**src/hdl/nlqt_pkg.sv**
```systemverilog
// Shared types and constants for the neighbour link quality table.
`default_nettype none
package nlqt_pkg;

    localparam int NODE_W    = 16;
    localparam int Q_W       = 10;
    localparam int COUNT_W   = 7;
    localparam int CFG_IDX_W = 1;

    localparam logic [Q_W-1:0]     TOUCH_STEP_RESET = Q_W'(100);
    localparam logic [Q_W-1:0]     CEILING_RESET    = Q_W'(1000);
    localparam logic [COUNT_W-1:0] COUNT_MAX        = {COUNT_W{1'b1}};

    typedef enum logic [2:0] {
        CMD_TOUCH  = 3'd0,
        CMD_UPDATE = 3'd1,
        CMD_REMOVE = 3'd2,
        CMD_LOOKUP = 3'd3,
        CMD_COUNT  = 3'd4
    } cmd_t;

    typedef enum logic [1:0] {
        STATUS_DONE      = 2'd0,
        STATUS_FULL      = 2'd1,
        STATUS_NOT_FOUND = 2'd2
    } status_t;

    typedef enum logic [CFG_IDX_W-1:0] {
        REG_TOUCH_STEP = 1'b0,
        REG_CEILING    = 1'b1
    } reg_idx_t;

    typedef enum logic [1:0] {
        ST_IDLE,
        ST_SCAN,
        ST_INSERT
    } state_t;

    // Control from the sequencer to the head of the ring
    typedef struct packed {
        cmd_t cmd;
        logic insert_mode;
        logic count_all;
    } hd_ctrl_t;

    // Per-entry observations returned by the head
    typedef struct packed {
        logic match;
        logic free;
        logic count_hit;
        logic insert_hit;
    } hd_flags_t;

endpackage
`default_nettype wire

```
**src/hdl/neighbor_link_quality_table_core.sv**
```systemverilog
// Top level of the neighbour link quality table: ring of cells and sequencer.
`default_nettype none
// Every command rotates the whole ring of TABLE_DEPTH cells once past the head,
// one entry per clock, and busy stays high while it does. A touch or update of an
// absent link that finds room then keeps rotating, with busy still high, until the
// first free entry reaches the head, where the new link is written.
// The result appears on done in the first cycle in which busy is low again and is
// held for that single cycle only, so the receiver must take it then; a new command
// may be started in that same cycle. Configuration writes are only expected while
// busy is low. After reset the table is empty and ready at once.
module neighbor_link_quality_table_core
    import nlqt_pkg::*;
#(
    parameter int TABLE_DEPTH   = 64,
    parameter int WAVEFORM_BITS = 4
)
(
    input  wire logic                     clk,
    input  wire logic                     rst_n,
    input  wire logic                     start,
    output logic                          busy,
    input  wire logic [2:0]               command,
    input  wire logic [NODE_W-1:0]        node_key,
    input  wire logic [WAVEFORM_BITS-1:0] waveform_key,
    input  wire logic [Q_W-1:0]           new_quality,
    input  wire logic                     count_all_waveforms,
    output logic                          done,
    output logic [1:0]                    status,
    output logic                          found,
    output logic [Q_W-1:0]                quality_out,
    output logic [COUNT_W-1:0]            good_count,
    input  wire logic                     write_enable,
    input  wire logic [CFG_IDX_W-1:0]     write_index,
    input  wire logic [Q_W-1:0]           write_data
);

    localparam int CNT_W = $clog2(TABLE_DEPTH);
    localparam logic [CNT_W-1:0] LAST_POS = CNT_W'(TABLE_DEPTH - 1);

    // Configuration
    logic [Q_W-1:0] touch_step_reg;
    logic [Q_W-1:0] ceiling_reg;

    // Sequencer
    state_t            state_reg, state_next;
    logic [CNT_W-1:0]  pos_reg;
    logic              shift_en;
    logic              accept;
    logic              last_pos;

    // Latched command
    cmd_t                     cmd_reg;
    logic [NODE_W-1:0]        node_reg;
    logic [WAVEFORM_BITS-1:0] wf_reg;
    logic [Q_W-1:0]           newq_reg;
    logic                     all_reg;

    // Scan accumulators
    logic               found_reg;
    logic               free_seen_reg;
    logic [Q_W-1:0]     qhit_reg;
    logic [COUNT_W-1:0] count_reg;

    logic               found_fin;
    logic               free_fin;
    logic [Q_W-1:0]     qhit_fin;
    logic [COUNT_W-1:0] count_fin;
    logic               is_insert_cmd;
    logic               need_insert;
    logic               scan_end;
    logic               insert_end;

    // Result registers
    logic               done_reg;
    status_t            status_reg;
    logic               found_out_reg;
    logic [Q_W-1:0]     qout_reg;
    logic [COUNT_W-1:0] gcount_reg;

    // Ring
    logic                     ring_valid [TABLE_DEPTH];
    logic [NODE_W-1:0]        ring_node  [TABLE_DEPTH];
    logic [WAVEFORM_BITS-1:0] ring_wf    [TABLE_DEPTH];
    logic [Q_W-1:0]           ring_q     [TABLE_DEPTH];

    logic                     head_valid;
    logic [NODE_W-1:0]        head_node;
    logic [WAVEFORM_BITS-1:0] head_wf;
    logic [Q_W-1:0]           head_q;
    logic [Q_W-1:0]           q_after;
    hd_flags_t                flags;
    hd_ctrl_t                 ctrl;

    // Take configuration writes
    always_ff @(posedge clk or negedge rst_n)
    begin
        if (!rst_n)
        begin
            touch_step_reg <= TOUCH_STEP_RESET;
            ceiling_reg    <= CEILING_RESET;
        end
        else if (write_enable)
        begin
            case (reg_idx_t'(write_index))
                REG_TOUCH_STEP: touch_step_reg <= write_data;
                REG_CEILING:    ceiling_reg    <= write_data;
                default:        ;
            endcase
        end
    end

    // Chain the cells, closing the ring through the head
    for (genvar i = 0; i < TABLE_DEPTH; i++)
    begin : g_cell
        logic                     c_valid;
        logic [NODE_W-1:0]        c_node;
        logic [WAVEFORM_BITS-1:0] c_wf;
        logic [Q_W-1:0]           c_q;

        if (i == 0)
        begin : g_first
            assign c_valid = head_valid;
            assign c_node  = head_node;
            assign c_wf    = head_wf;
            assign c_q     = head_q;
        end
        else
        begin : g_rest
            assign c_valid = ring_valid[i-1];
            assign c_node  = ring_node[i-1];
            assign c_wf    = ring_wf[i-1];
            assign c_q     = ring_q[i-1];
        end

        nlqt_cell #(
            .WAVEFORM_BITS(WAVEFORM_BITS)
        ) u_cell (
            .clk      (clk),
            .rst_n    (rst_n),
            .shift_en (shift_en),
            .in_valid (c_valid),
            .in_node  (c_node),
            .in_wf    (c_wf),
            .in_q     (c_q),
            .out_valid(ring_valid[i]),
            .out_node (ring_node[i]),
            .out_wf   (ring_wf[i]),
            .out_q    (ring_q[i])
        );
    end

    assign ctrl.cmd         = cmd_reg;
    assign ctrl.insert_mode = (state_reg == ST_INSERT);
    assign ctrl.count_all   = all_reg;

    nlqt_head #(
        .WAVEFORM_BITS(WAVEFORM_BITS)
    ) u_head (
        .ctrl           (ctrl),
        .key_node       (node_reg),
        .key_wf         (wf_reg),
        .new_quality    (newq_reg),
        .touch_step     (touch_step_reg),
        .quality_ceiling(ceiling_reg),
        .in_valid       (ring_valid[TABLE_DEPTH-1]),
        .in_node        (ring_node[TABLE_DEPTH-1]),
        .in_wf          (ring_wf[TABLE_DEPTH-1]),
        .in_q           (ring_q[TABLE_DEPTH-1]),
        .out_valid      (head_valid),
        .out_node       (head_node),
        .out_wf         (head_wf),
        .out_q          (head_q),
        .q_after        (q_after),
        .flags          (flags)
    );

    // Fold the current head observation into the scan totals
    assign found_fin     = found_reg | flags.match;
    assign free_fin      = free_seen_reg | flags.free;
    assign qhit_fin      = flags.match ? q_after : qhit_reg;
    assign count_fin     = (flags.count_hit && (count_reg != COUNT_MAX)) ?
                           count_reg + COUNT_W'(1) : count_reg;
    assign is_insert_cmd = (cmd_reg == CMD_TOUCH) || (cmd_reg == CMD_UPDATE);
    assign need_insert   = is_insert_cmd && !found_fin && free_fin;
    assign last_pos      = (pos_reg == LAST_POS);
    assign accept        = start && !busy;
    assign scan_end      = (state_reg == ST_SCAN) && last_pos && !need_insert;
    assign insert_end    = (state_reg == ST_INSERT) && flags.insert_hit;

    // Next state
    always_comb
    begin
        state_next = state_reg;
        case (state_reg)
            ST_IDLE:
            begin
                if (start)
                begin
                    state_next = ST_SCAN;
                end
            end
            ST_SCAN:
            begin
                if (last_pos)
                begin
                    state_next = need_insert ? ST_INSERT : ST_IDLE;
                end
            end
            ST_INSERT:
            begin
                if (flags.insert_hit)
                begin
                    state_next = ST_IDLE;
                end
            end
            default: state_next = ST_IDLE;
        endcase
    end

    // Sequencer outputs
    always_comb
    begin
        case (state_reg)
            ST_SCAN:
            begin
                busy     = 1'b1;
                shift_en = 1'b1;
            end
            ST_INSERT:
            begin
                busy     = 1'b1;
                shift_en = 1'b1;
            end
            default:
            begin
                busy     = 1'b0;
                shift_en = 1'b0;
            end
        endcase
    end

    // Advance state, ring position and scan totals
    always_ff @(posedge clk or negedge rst_n)
    begin
        if (!rst_n)
        begin
            state_reg     <= ST_IDLE;
            pos_reg       <= '0;
            found_reg     <= 1'b0;
            free_seen_reg <= 1'b0;
            count_reg     <= '0;
            done_reg      <= 1'b0;
        end
        else
        begin
            state_reg <= state_next;
            done_reg  <= scan_end || insert_end;
            if (accept)
            begin
                pos_reg       <= '0;
                found_reg     <= 1'b0;
                free_seen_reg <= 1'b0;
                count_reg     <= '0;
            end
            else if (state_reg == ST_SCAN)
            begin
                pos_reg       <= pos_reg + CNT_W'(1);
                found_reg     <= found_fin;
                free_seen_reg <= free_fin;
                count_reg     <= count_fin;
            end
        end
    end

    // Latch the command transaction and the matched quality
    always_ff @(posedge clk)
    begin
        if (accept)
        begin
            cmd_reg  <= cmd_t'(command);
            node_reg <= node_key;
            wf_reg   <= waveform_key;
            newq_reg <= new_quality;
            all_reg  <= count_all_waveforms;
        end
        if (state_reg == ST_SCAN)
        begin
            qhit_reg <= qhit_fin;
        end
    end

    // Form the result transaction
    always_ff @(posedge clk)
    begin
        if (scan_end)
        begin
            found_out_reg <= found_fin;
            case (cmd_reg)
                CMD_TOUCH, CMD_UPDATE:
                begin
                    status_reg <= found_fin ? STATUS_DONE : STATUS_FULL;
                    qout_reg   <= found_fin ? qhit_fin : '0;
                    gcount_reg <= '0;
                end
                CMD_REMOVE:
                begin
                    status_reg <= found_fin ? STATUS_DONE : STATUS_NOT_FOUND;
                    qout_reg   <= '0;
                    gcount_reg <= '0;
                end
                CMD_LOOKUP:
                begin
                    status_reg <= found_fin ? STATUS_DONE : STATUS_NOT_FOUND;
                    qout_reg   <= found_fin ? qhit_fin : '0;
                    gcount_reg <= '0;
                end
                CMD_COUNT:
                begin
                    status_reg <= STATUS_DONE;
                    qout_reg   <= '0;
                    gcount_reg <= count_fin;
                end
                default:
                begin
                    status_reg <= STATUS_DONE;
                    qout_reg   <= '0;
                    gcount_reg <= '0;
                end
            endcase
        end
        else if (insert_end)
        begin
            status_reg    <= STATUS_DONE;
            found_out_reg <= 1'b0;
            qout_reg      <= head_q;
            gcount_reg    <= '0;
        end
    end

    assign done        = done_reg;
    assign status      = status_reg;
    assign found       = found_out_reg;
    assign quality_out = qout_reg;
    assign good_count  = gcount_reg;

    // A result is only delivered once the sequencer is back at rest
    a_done_idle: assert property (@(posedge clk) disable iff (!rst_n)
        done |-> !busy)
        else $error("result strobe while busy");

    // An accepted command always starts a full scan
    a_accept_scan: assert property (@(posedge clk) disable iff (!rst_n)
        (start && !busy) |=> (state_reg == ST_SCAN))
        else $error("accepted command did not start a scan");

    // The insert pass only runs when the scan saw a free entry
    a_insert_room: assert property (@(posedge clk) disable iff (!rst_n)
        (state_reg == ST_INSERT) |-> free_seen_reg)
        else $error("insert pass without a free entry");

    // A dropped insert reports no link
    a_full_empty: assert property (@(posedge clk) disable iff (!rst_n)
        (done && (status == STATUS_FULL)) |-> (!found && (quality_out == '0)))
        else $error("dropped insert reported a link");

    // A link count comes only with a plain completion
    a_count_clean: assert property (@(posedge clk) disable iff (!rst_n)
        (done && (good_count != '0)) |-> ((status == STATUS_DONE) && !found))
        else $error("count mixed with a keyed result");

endmodule
`default_nettype wire

```
**src/hdl/nlqt_cell.sv**
```systemverilog
// One table entry of the rotating ring: holds a link and passes it on.
`default_nettype none
module nlqt_cell
    import nlqt_pkg::*;
#(
    parameter int WAVEFORM_BITS = 4
)
(
    input  wire logic                     clk,
    input  wire logic                     rst_n,
    input  wire logic                     shift_en,
    input  wire logic                     in_valid,
    input  wire logic [NODE_W-1:0]        in_node,
    input  wire logic [WAVEFORM_BITS-1:0] in_wf,
    input  wire logic [Q_W-1:0]           in_q,
    output logic                          out_valid,
    output logic [NODE_W-1:0]             out_node,
    output logic [WAVEFORM_BITS-1:0]      out_wf,
    output logic [Q_W-1:0]                out_q
);

    logic                     valid_reg;
    logic [NODE_W-1:0]        node_reg;
    logic [WAVEFORM_BITS-1:0] wf_reg;
    logic [Q_W-1:0]           q_reg;

    // Hold the valid flag; only it is cleared by reset
    always_ff @(posedge clk or negedge rst_n)
    begin
        if (!rst_n)
        begin
            valid_reg <= 1'b0;
        end
        else if (shift_en)
        begin
            valid_reg <= in_valid;
        end
    end

    // Advance the link payload
    always_ff @(posedge clk)
    begin
        if (shift_en)
        begin
            node_reg <= in_node;
            wf_reg   <= in_wf;
            q_reg    <= in_q;
        end
    end

    assign out_valid = valid_reg;
    assign out_node  = node_reg;
    assign out_wf    = wf_reg;
    assign out_q     = q_reg;

endmodule
`default_nettype wire

```
**src/hdl/nlqt_head.sv**
```systemverilog
// Ring head: examines the entry passing by and rewrites it for the command.
`default_nettype none
module nlqt_head
    import nlqt_pkg::*;
#(
    parameter int WAVEFORM_BITS = 4
)
(
    input  wire hd_ctrl_t                 ctrl,
    input  wire logic [NODE_W-1:0]        key_node,
    input  wire logic [WAVEFORM_BITS-1:0] key_wf,
    input  wire logic [Q_W-1:0]           new_quality,
    input  wire logic [Q_W-1:0]           touch_step,
    input  wire logic [Q_W-1:0]           quality_ceiling,
    input  wire logic                     in_valid,
    input  wire logic [NODE_W-1:0]        in_node,
    input  wire logic [WAVEFORM_BITS-1:0] in_wf,
    input  wire logic [Q_W-1:0]           in_q,
    output logic                          out_valid,
    output logic [NODE_W-1:0]             out_node,
    output logic [WAVEFORM_BITS-1:0]      out_wf,
    output logic [Q_W-1:0]                out_q,
    output logic [Q_W-1:0]                q_after,
    output hd_flags_t                     flags
);

    logic         key_hit;
    logic         cmd_keyed;
    logic [Q_W:0] sum;
    logic [Q_W-1:0] sat_q;
    logic [Q_W-1:0] ins_q;

    // Compare the passing entry with the key
    assign key_hit   = in_valid && (in_node == key_node) && (in_wf == key_wf);
    assign cmd_keyed = (ctrl.cmd == CMD_TOUCH) || (ctrl.cmd == CMD_UPDATE) ||
                       (ctrl.cmd == CMD_REMOVE) || (ctrl.cmd == CMD_LOOKUP);

    // Saturate the touched quality at the ceiling
    assign sum   = {1'b0, in_q} + {1'b0, touch_step};
    assign sat_q = (sum > {1'b0, quality_ceiling}) ? quality_ceiling : sum[Q_W-1:0];
    assign ins_q = (ctrl.cmd == CMD_TOUCH) ? touch_step : new_quality;

    always_comb
    begin
        flags.match      = !ctrl.insert_mode && cmd_keyed && key_hit;
        flags.free       = !in_valid;
        flags.count_hit  = !ctrl.insert_mode && (ctrl.cmd == CMD_COUNT) && in_valid &&
                           (in_q != '0) && (ctrl.count_all || (in_wf == key_wf));
        flags.insert_hit = ctrl.insert_mode && !in_valid;
    end

    // Quality of the matched entry after the command
    always_comb
    begin
        case (ctrl.cmd)
            CMD_TOUCH:  q_after = sat_q;
            CMD_UPDATE: q_after = new_quality;
            default:    q_after = in_q;
        endcase
    end

    // Rewrite the entry on a match or drop the new link into a free slot
    always_comb
    begin
        out_valid = in_valid;
        out_node  = in_node;
        out_wf    = in_wf;
        out_q     = in_q;
        if (flags.match)
        begin
            out_q = q_after;
            if (ctrl.cmd == CMD_REMOVE)
            begin
                out_valid = 1'b0;
            end
        end
        else if (flags.insert_hit)
        begin
            out_valid = 1'b1;
            out_node  = key_node;
            out_wf    = key_wf;
            out_q     = ins_q;
        end
    end

endmodule
`default_nettype wire

```
**config.mk**
```make
export PLATFORM = sky130hd
export DESIGN_NAME = neighbor_link_quality_table_core
export DESIGN_NICKNAME = d
export VERILOG_FILES = /design/src/hdl/nlqt_pkg.sv /design/src/hdl/neighbor_link_quality_table_core.sv /design/src/hdl/nlqt_cell.sv /design/src/hdl/nlqt_head.sv
export SDC_FILE = /design/constraint.sdc
export NUM_CORES = 1
export LEC_CHECK = 0
export BUFFER_PORTS_ARGS = -buffer_cell sky130_fd_sc_hd__buf_2
export CORE_MARGIN = 3
export CORE_UTILIZATION = 56
export DETAILED_ROUTE_END_ITERATION = 10
export PLACE_DENSITY = 0.75
export SLEW_MARGIN = 0
export SYNTH_ARGS = -nofsm -noshare
export SYNTH_HDL_FRONTEND = slang
export SYNTH_SLANG_ARGS = --single-unit
```
**constraint.sdc**
```tcl
create_clock -name clk -period 39.3 [get_ports clk]
set_input_delay 1.965 -clock clk [delete_from_list [all_inputs] [get_ports clk]]
set_output_delay 1.965 -clock clk [all_outputs]
set_load 0.02 [all_outputs]
```
# After elaboration in Yosys (flattened, before gate mapping)

Cells that the tools add are included.

Register bits after elaboration: 2,086
Input port bits: 49
Output and inout port bits: 22
Word-level logic and storage cells: 374

Muxes and demuxes: 42
Order comparisons: 1
Bitwise operators: 3
Reduce and logical (&&, ||, !) cells: 38
Equality and inequality tests: 13
$add $sub $neg: 3

Operator list:

| operator                                                        | count |
|---|---|
| 10-bit two-way mux                                              | 9 |
| 7-bit two-way mux                                               | 6 |
| 16-bit two-way mux                                              | 2 |
| 10-bit one-hot mux with 2 select lines                          | 1 |
| 16-bit == test                                                  | 1 |
| 1-bit logical AND                                               | 16 |
| 2-bit two-way mux                                               | 7 |
| 6-bit two-way mux                                               | 2 |
| 10-bit by 10-bit adder with 11-bit output                       | 1 |
| 11-bit by 10-bit > comparator with 1-bit output                 | 1 |
| 1-bit two-way mux                                               | 11 |
| 10-bit nonzero test                                             | 1 |
| 4-bit two-way mux                                               | 2 |
| 7-bit by 1-bit adder with 7-bit output, second input constant   | 1 |
| 7-bit != test, second input constant                            | 1 |
| 6-bit by 1-bit adder with 6-bit output, second input constant   | 1 |
| 3-bit by 2-bit == test with 1-bit output, second input constant | 2 |
| 6-bit == test, second input constant                            | 1 |
| 2-bit != test, second input constant                            | 3 |
| 2-bit one-hot mux with 3 select lines                           | 1 |
| 2-bit OR reduction                                              | 3 |
| 1-bit logical NOT                                               | 5 |
| 1-bit logical OR                                                | 5 |
| 4-bit == test                                                   | 1 |
| other kinds (13)                                                | 16 |

# Depth between registers and ports, before layout

Gate-level depths: netlist of the first run.

Word-level depth: 13
Mapped depth: 17
Gate-level depth less buffers: 16

# Cells and area by module

A second synthesis of the first run with hierarchy kept.

Cells, all modules: 2,649
Area total of the unflattened synthesis: 66,525.1 µm²

Modules (own cells, without submodules):

| module                           | instances | area each (µm²) | sequential area each (µm²) | cells each |
|---|---|---|---|---|
| nlqt_cell                        | 64        | 940.9           | 925.9                      | 32 |
| neighbor_link_quality_table_core | 1         | 4,051.4         | 2,884.0                    | 261 |
| nlqt_head                        | 1         | 2,255.9         | 0.0                        | 340 |

# Worst setup path after synthesis of the first run

OpenSTA, ideal clock, no wires.

Kind: register to register
From: register state_reg[0]
To: register g_cell[0].u_cell.node_reg[0], enable pin
Cell stages (with the launch flop): 3
Library setup time: 2.341 ns
Clock period less this slack: 41.762 ns
Buffers on the path: 0
Required time: 36.959 ns
Arrival time: 39.420 ns
Slack: -2.462 ns
Cells stage by stage: dfrtp_1 > inv_1 > ha_1

Word-level cells in the longest chain between the ends: 3
Elaborated cells between the ends (all ways): 4
Classes of those cells: eq/ne (2); mux (1); reduce/logical (1)

RTL lines:

| what                                                                             | RTL line                                | text |
|---|---|---|
| from (decl)                                                                      | neighbor_link_quality_table_core.sv:45  | `state_t state_reg, state_next;` |
| from (signal assigned)                                                           | neighbor_link_quality_table_core.sv:256 | `state_reg <= state_next;` |
| 2-bit by 1-bit == test with 1-bit output / 2-bit == test (equally long branches) | n/a                                     |  |
| 2-bit OR reduction (no source line) (*)                                          | n/a                                     |  |
| 1-bit two-way mux (*)                                                            | n/a                                     |  |
| net busy                                                                         | neighbor_link_quality_table_core.sv:21  | `output logic busy,` |
| to (signal assigned)                                                             | nlqt_cell.sv:45                         | `node_reg <= in_node;` |
| to (decl)                                                                        | nlqt_cell.sv:23                         | `logic [NODE_W-1:0] node_reg;` |

The timed path passes the listed nets; every way through them passes the cells marked *.
A chain may end at the register's enable or synchronous reset.

# Worst setup path in the final report of the first run

From: register state_reg[0]
To: register g_cell[63].u_cell.node_reg[9], enable pin

Word-level cells in the longest chain between the ends: 3
Elaborated cells between the ends (all ways): 4
Classes of those cells: eq/ne (2); mux (1); reduce/logical (1)

RTL lines:

| what                                                                             | RTL line                                | text |
|---|---|---|
| 2-bit by 1-bit == test with 1-bit output / 2-bit == test (equally long branches) | neighbor_link_quality_table_core.sv:223 | `case (state_reg)` |
| 2-bit OR reduction (no source line) (*)                                          | n/a                                     |  |
| 1-bit two-way mux (*)                                                            | neighbor_link_quality_table_core.sv:223 |  |
| to (signal assigned)                                                             | nlqt_cell.sv:45                         |  |
| to (decl)                                                                        | nlqt_cell.sv:23                         |  |

Mark *: on every way between the ends. The rest lies on a longest branch, timed or not.

==> results.md, run 1 <==
* Gate count of the mapped netlist at 2625
* Overflow left after global routing at 0
* Initial antenna violation count at 7
* H-tree level count at 4
* Final-stage net count at 2954
* Count of different cell masters after synthesis at 70
* Prevailing post-synth register cell: sky130_fd_sc_hd__edfxtp_1
* Number of maximum-capacitance violations at 0
* Pin count of the biggest net entering global routing at 228
* Global-route usage over all layers at 16.4%
* Pre-CTS setup slack at 32680 ps
* CTS resizes at 0
* Max Clk Rate at 0.154 GHz
* Fill cell count at 7158
* Clock latency reported for the late side of the worst-skew pair at 760 ps
* Max Slew Vio Count at 0
* Post-route clock period utilization at 16.5%
* Hold Path Class: reg2reg
* Number of flops mapped to enable cells by yosys at 1984
* Critical path peak fanout at 221
* Accumulated negative setup slack at 0 ps
* Worst clock skew at 34.9 ps
* Worst slew pin tran at 1290 ps
* Total of hold buffers inserted after clock tree synthesis at 0
* Number of endpoints failing setup at the final stage at 0
* Fin. Hold Viols at 0
* Weighted congestion reported at the end of routability-driven placement at 0.849
* Number of synthesis warnings at 0
* # DRC at 0
* CTS tree: yes
* Share of post-route cells with drive strength above 1 at 16.2%
* Number of flip-flops under the largest register name at 1024
* Syn-to-layout area delta at 12.6%
* Final core utilization at 63.8%
* Time the final worst path needs with I/O delays and setup at 6500 ps
* Number of global-route vias before repair at 24600
* Worst Slack Setup Final at 32800 ps
* CP Capture Type: register
* Total Die Area at 122000 µm²
* Total power density per cell area at 90.9 nW/µm²
* Clock Root Buffer: sky130_fd_sc_hd__clkbuf_16
* Per-instance average area after synthesis at 25.2 µm²
* Sequential cell area fraction in the yosys report at 94.1%
* Vertical extent of the die at 349 µm
* RSZ-0062 raised after global routing: no
* Number of top-level pins at 71
* Worst path arrival time at 6870 ps
* Post-CTS setup buffer count at 0
* 1st-iter DRT viols at 2687
* Detailed Routing Iterations Pass 1 at 6
* Starting density of the core at 56.6%
* Wire length of the first global-routing pass at 151 mm
* Core footprint at 117000 µm²
* Type of the worst setup path: reg2reg
* Worst vdd ir at 95.3 µV
* Detailed-route wire length at 97.4 mm
* Share of synthesized registers carrying an async set or reset at 4.89%
* Detail-routed net length per standard cell at 21.3 µm
* Max_slew headroom at 13.9%
* Buffers on Ports at 70
* Via density per instance at 5.36
* Final antenna-violating net count at 0
* Syn nets at 2700
* CP required at 39670 ps
* Number of buffers created by CTS at 187
* Width of the die at 349 µm
* Number of clock sinks at 2086
* Maximum clock insertion buffer count at 3
* Result of the run: complete, no violations
* Total half-perimeter wirelength after legalization and detailed placement at 45.5 mm
* Number of standard-cell rows in the floorplan at 125
* Clock transition at the registers of the reported paths at 60 ps
* Static leakage at 23.5 nW
* Total number of vias at 24500
* Synthesized cell area at 66100 µm²
* Critical path launch point type: register
* Flop and latch count out of synthesis at 2086
## Yosys cell counts (12+ instances only)
cell type	number	share of area [%]
sky130_fd_sc_hd__nand2_1	49	0.28
sky130_fd_sc_hd__nor2_1	82	0.47
sky130_fd_sc_hd__mux2i_1	15	0.23
sky130_fd_sc_hd__a21oi_1	33	0.25
sky130_fd_sc_hd__xnor2_1	22	0.29
sky130_fd_sc_hd__nand4_1	12	0.11
sky130_fd_sc_hd__ha_1	25	0.47
sky130_fd_sc_hd__xor2_1	17	0.23
sky130_fd_sc_hd__o21ai_0	18	0.14
sky130_fd_sc_hd__dfrtp_1	93	3.5
sky130_fd_sc_hd__edfxtp_1	1984	90
sky130_fd_sc_hd__clkbuf_1	15	0.085
sky130_fd_sc_hd__inv_1	27	0.15
sky130_fd_sc_hd__mux2_2	105	1.8
## where the power goes
| part | switching [W] | internal [W] |
|---|---|---|
| combinational | 0.000749 | 0.000102 |
| clock | 0.000773 | 0.000993 |
| sequential | 0.000273 | 0.00387 |
## kinds of logic after synthesis
group | synth area share (%)
flops | 94.1
fa+ha+maj | 0.504
xor+xnor | 0.517
compound gates | 1.07
mux | 2.02
simple gates | 1.46
buf+inv | 0.365
## per-stage QoR
step / hold WS [ps] / area, µm² / power, W / cells
finish: 397 / 74400 / 0.00676 / 4569
global route: 406 / 74400 / 0.00708 / 4567
CTS: 399 / 74400 / 0.00685 / 4567
detailed placement: 405 / 68400 / 0.00501 / 4214
global placement: 400 / 68400 / 0.00494 / 4214
floorplan: 400 / 66100 / 0.00623 / 2625
## routing by layer
metal  routed length (µm)  GRT usage [%]  up-vias
li1                     -              -    10900
met1                45300           26.1    12600
met2                44000           23.1      786
met3                 5830           3.38      185
met4                 2250           5.23        6
met5                   41              0        -
## worst paths after layout
| path | start | endpoint | slack [ps] | cells past startpoint |
|---|---|---|---|---|
| hold reg to reg | g_cell[24].u_cell.out_node[8] | g_cell[25].u_cell.out_node[8] | 400 | 0 |
| setup reg to reg | state_reg[0] | g_cell[63].u_cell.out_node[9] | 32800 | 7 |
| hold / removal | g_cell[24].u_cell.out_node[8] | g_cell[25].u_cell.out_node[8] | 400 | 0 |
| min in group asynchronous | rst_n | touch_step_reg[4] | 1090 | 1 |
| max in group asynchronous | rst_n | count_reg[0] | 36890 | 2 |
| setup / recovery | state_reg[0] | g_cell[63].u_cell.out_node[9] | 32800 | 7 |
## worst max-delay path, cell delays in order (launching register included)
cell                      delay (ps)
sky130_fd_sc_hd__dfrtp_1         390
sky130_fd_sc_hd__inv_1           120
sky130_fd_sc_hd__ha_4            740
sky130_fd_sc_hd__buf_4           940
sky130_fd_sc_hd__buf_4          1020
sky130_fd_sc_hd__buf_4           830
sky130_fd_sc_hd__buf_12          750
sky130_fd_sc_hd__buf_4          1020
## placed cells by master (no fill, tap or decap), types with 22 or more instances in the layout
cell type,count
sky130_fd_sc_hd__a21oi_1,33
sky130_fd_sc_hd__mux2_2,105
sky130_fd_sc_hd__buf_2,69
sky130_fd_sc_hd__clkbuf_1,48
sky130_fd_sc_hd__clkinv_1,43
sky130_fd_sc_hd__nor2_1,82
sky130_fd_sc_hd__ha_1,24
sky130_fd_sc_hd__buf_4,22
sky130_fd_sc_hd__inv_1,27
sky130_fd_sc_hd__nand2_1,49
sky130_fd_sc_hd__clkinv_2,37
sky130_fd_sc_hd__xnor2_1,22
sky130_fd_sc_hd__edfxtp_1,1984
sky130_fd_sc_hd__clkbuf_16,191
sky130_fd_sc_hd__dfrtp_1,93
## cell type report
cell class | instances | area (µm²) | area share (%)
Timing Repair Buffer | 94 | 571 | 0.767
Sequential cell | 2086 | 62100 | 83.5
Inverter | 27 | 101 | 0.136
Tap cell | 1524 | 1910 | 2.56
Antenna cell | 2 | 5.00 | 0.00673
Multi-Input combinational cell | 483 | 3710 | 4.98
Clock buffer | 240 | 4970 | 6.68
Clock inverter | 113 | 1010 | 1.36
(Power assumes the default switching activity.)
==> run 2: changes to the inputs <==
--- a/config.mk
+++ b/config.mk
@@ -7,9 +7,9 @@
 export LEC_CHECK = 0
 export BUFFER_PORTS_ARGS = -buffer_cell sky130_fd_sc_hd__buf_2
 export CORE_MARGIN = 3
-export CORE_UTILIZATION = 56
+export CORE_UTILIZATION = 62
 export DETAILED_ROUTE_END_ITERATION = 10
-export PLACE_DENSITY = 0.75
+export PLACE_DENSITY = 0.78
 export SLEW_MARGIN = 0
 export SYNTH_ARGS = -nofsm -noshare
 export SYNTH_HDL_FRONTEND = slang
==> constraint.sdc (replaced) <==
create_clock -name clk -period 6.22 [get_ports clk]
set_input_delay 0.311 -clock clk [delete_from_list [all_inputs] [get_ports clk]]
set_output_delay 0.311 -clock clk [all_outputs]
set_load 0.02 [all_outputs]
==> run 2 against run 1 <==
  * Sequential cell count did not move
  * Clock power grew to 6.7 times the previous value
  * Clock-buffer cell count decreased by 19
  * Routed wire length grew 16%
  * Fmax up 42%
  * Non-clock buffer count grew 47
  * Critical path depth grew 9
  * Worst hold slack got worse by 330 ps
  * Register-to-register slack got worse by 31000 ps
  * Design area is 0.83% higher
  * Critical endpoint is now qhit_reg[7]
  * Largest cell class unchanged
==> results.md, run 2 (synthesized netlist as in run 1, its figures left out) <==
* Result of the run: complete, no violations
* Time the final worst path needs with I/O delays and setup at 4580 ps (-1920 ps)
* H-tree level count at 4 (unchanged)
* Number of global-route vias before repair at 26100 (+6.2%)
* Width of the die at 332 µm (-4.9%)
* Number of endpoints failing setup at the final stage at 0 (unchanged)
* 1st-iter DRT viols at 2987 (+11%)
* Final antenna-violating net count at 0 (unchanged)
* Post-route clock period utilization at 73.6% (+57 points)
* Via density per instance at 5.67 (+5.8%)
* Accumulated negative setup slack at 0 ps (unchanged)
* Worst slew pin tran at 1220 ps (-63.4 ps)
* Wire length of the first global-routing pass at 173 mm (+14%)
* Final-stage net count at 3002 (+1.6%)
* Worst clock skew at 47.3 ps (+12.4 ps)
* Number of clock sinks at 2086 (unchanged)
* Max Clk Rate at 0.218 GHz (+42%)
* Total half-perimeter wirelength after legalization and detailed placement at 48.6 mm (+7.0%)
* Total design power at 0.0440 W (+550%)
* Detail-routed net length per standard cell at 25.4 µm (+19%)
* Clock latency reported for the late side of the worst-skew pair at 790 ps (+30 ps)
* CP Capture Type: register
* Type of the worst setup path: reg2reg
* Switching Share at 27.6% (+1.0 points)
* Static leakage at 23.9 nW (+1.5%)
* Syn-to-layout area delta at 13.6%
* CP required at 6740 ps (-32930 ps)
* Starting density of the core at 62.6% (+6.0 points)
* Clock Root Buffer: sky130_fd_sc_hd__clkbuf_16
* Global-route usage over all layers at 21.2% (+4.9 points)
* Detailed Routing Iterations Pass 1 at 6 (unchanged)
* Critical path peak fanout at 12 (-95%)
* Fill cell count at 5601 (-22%)
* Clock transition at the registers of the reported paths at 60 ps (about the same)
* Vertical extent of the die at 332 µm (-4.9%)
* Number of standard-cell rows in the floorplan at 119 (-4.8%)
* Share of post-route cells with drive strength above 1 at 16.6% (+0.39 points)
* Number of top-level pins at 71 (unchanged)
* Most common library cell in the layout ignoring fill and taps: sky130_fd_sc_hd__edfxtp_1
* Number of flip-flops under the largest register name at 1024 (unchanged)
* Fin. Hold Viols at 0 (unchanged)
* Max_slew headroom at 18.3% (+4.4 points)
* Worst Slack Setup Final at 1640 ps (-31160 ps)
* Pin count of the biggest net entering global routing at 208 (-8.8%)
* Overflow left after global routing at 0 (unchanged)
* Pre-CTS setup slack at 1640 ps (-31050 ps)
* Detailed-route wire length at 113 mm (+16%)
* # DRC at 0 (unchanged)
* Sequential Power Share at 60.0% (-1.3 points)
* Comb pwr share at 13.1% (+0.5 points)
* Buffers on Ports at 70 (unchanged)
* Final worst hold slack at 64.9 ps (-332 ps)
* Total Die Area at 111000 µm² (-9.5%)
* Total power density per cell area at 586 nW/µm² (+540%)
* Hold Path Class: in2async
* Max Slew Vio Count at 0 (unchanged)
* Total number of vias at 25400 (+3.5%)
* Initial antenna violation count at 7 (unchanged)
* Weighted congestion reported at the end of routability-driven placement at 0.800 (-5.9%)
* Number of buffers created by CTS at 188 (+0.53%)
* CTS tree: yes
* Maximum clock insertion buffer count at 3 (unchanged)
* Leading cell types in the layout, fill and taps excluded: 1984 x sky130_fd_sc_hd__edfxtp_1, 189 x sky130_fd_sc_hd__clkbuf_16, 105 x sky130_fd_sc_hd__mux2_2, 93 x sky130_fd_sc_hd__dfrtp_1, 82 x sky130_fd_sc_hd__nor2_1
* Number of maximum-capacitance violations at 0 (unchanged)
* Clk network pwr share at 26.8% (+0.7 points)
* RSZ-0062 raised after global routing: no
* P_sw at 0.0121 W (+580%)
* Pint at 0.0318 W (+540%)
* Critical path launch point type: register
* Core footprint at 106000 µm² (-9.5%)
* Worst vdd ir at 763 µV (+700%)
* Worst path arrival time at 5100 ps (-1770 ps)
==> run 2: final cells by class <==
class / instances / area, µm² / share of cell area [%]
sequential: 2086 / 62100 / 82.8
timing repair buffer: 141 / 1130 / 1.50
inverter: 27 / 101 / 0.135
multi-input combinational: 483 / 3710 / 4.94
clock buffer: 221 / 4850 / 6.46
antenna: 6 / 15.0 / 0.0200
tap: 1391 / 1740 / 2.32
clock inverter: 115 / 1350 / 1.80
==> run 2: per-layer routing <==
| metal | wire, µm | global-route usage [%] | part of all wire, % |
|---|---|---|---|
| met1 | 50000 | 32.5 | 44 |
| met2 | 54300 | 32.1 | 48 |
| met3 | 6460 | 4.14 | 5.7 |
| met4 | 2540 | 6.34 | 2.2 |
| met5 | 13 | 0 | 0.011 |
==> run 2: through the flow <==
stage / cells / utilization (%) / instance area [µm²]
floorplan: 2625 / - / 66100
global placement: 4082 / 64.8 / 68400
detailed placement: 4082 / 64.8 / 68400
CTS: 4464 / 71.1 / 75000
global route: 4465 / 71.1 / 75000
finish: 4470 / 71.1 / 75000
==> run 2: worst max-delay path: stages (launching register included) <==
cell	delay, ps
sky130_fd_sc_hd__edfxtp_1	460
sky130_fd_sc_hd__ha_1	270
sky130_fd_sc_hd__inv_1	90
sky130_fd_sc_hd__fa_1	270
sky130_fd_sc_hd__nor2b_4	70
sky130_fd_sc_hd__o31a_4	320
sky130_fd_sc_hd__o31ai_1	390
sky130_fd_sc_hd__a21oi_1	170
sky130_fd_sc_hd__xor2_1	200
sky130_fd_sc_hd__ha_1	240
sky130_fd_sc_hd__a211oi_2	210
sky130_fd_sc_hd__nand2_1	120
sky130_fd_sc_hd__o311ai_4	470
sky130_fd_sc_hd__and3_4	410
sky130_fd_sc_hd__mux2_2	360
sky130_fd_sc_hd__a21oi_1	220
sky130_fd_sc_hd__nor2_1	80
==> run 2: path summary, 6_finish.rpt <==
check	to	slack, ps	cells after the start	startpoint
max reg2reg	qhit_reg[7]	1640	16	g_cell[63].u_cell.out_q[0]
min in group clk	touch_step_reg[1]	150	4	write_index
min	g_cell[40].u_cell.out_valid	60	2	rst_n
max in group asynchronous	touch_step_reg[0]	4870	3	rst_n
min reg2reg	g_cell[17].u_cell.out_q[2]	390	0	g_cell[16].u_cell.out_q[2]
max	qhit_reg[7]	1640	16	g_cell[63].u_cell.out_q[0]
==> run 2: what timing repair did <==
item                                   CTS  global route
hold buffers                            46             0
buffers inserted                         0             0
gates resized for setup                  0             0
endpoints found under the hold margin   97             0
==> run 2: power groups by stage <==
| stage | clock network, W | registers, W | logic (W) |
|---|---|---|---|
| finish | 0.0118 | 0.0264 | 0.00578 |
| global route | 0.0126 | 0.0269 | 0.00639 |
| CTS | 0.0121 | 0.0265 | 0.00582 |
| detailed placement | 0 | 0.0261 | 0.00578 |
| global placement | 0 | 0.0260 | 0.00539 |
| floorplan | 0 | 0.0210 | 0.00148 |
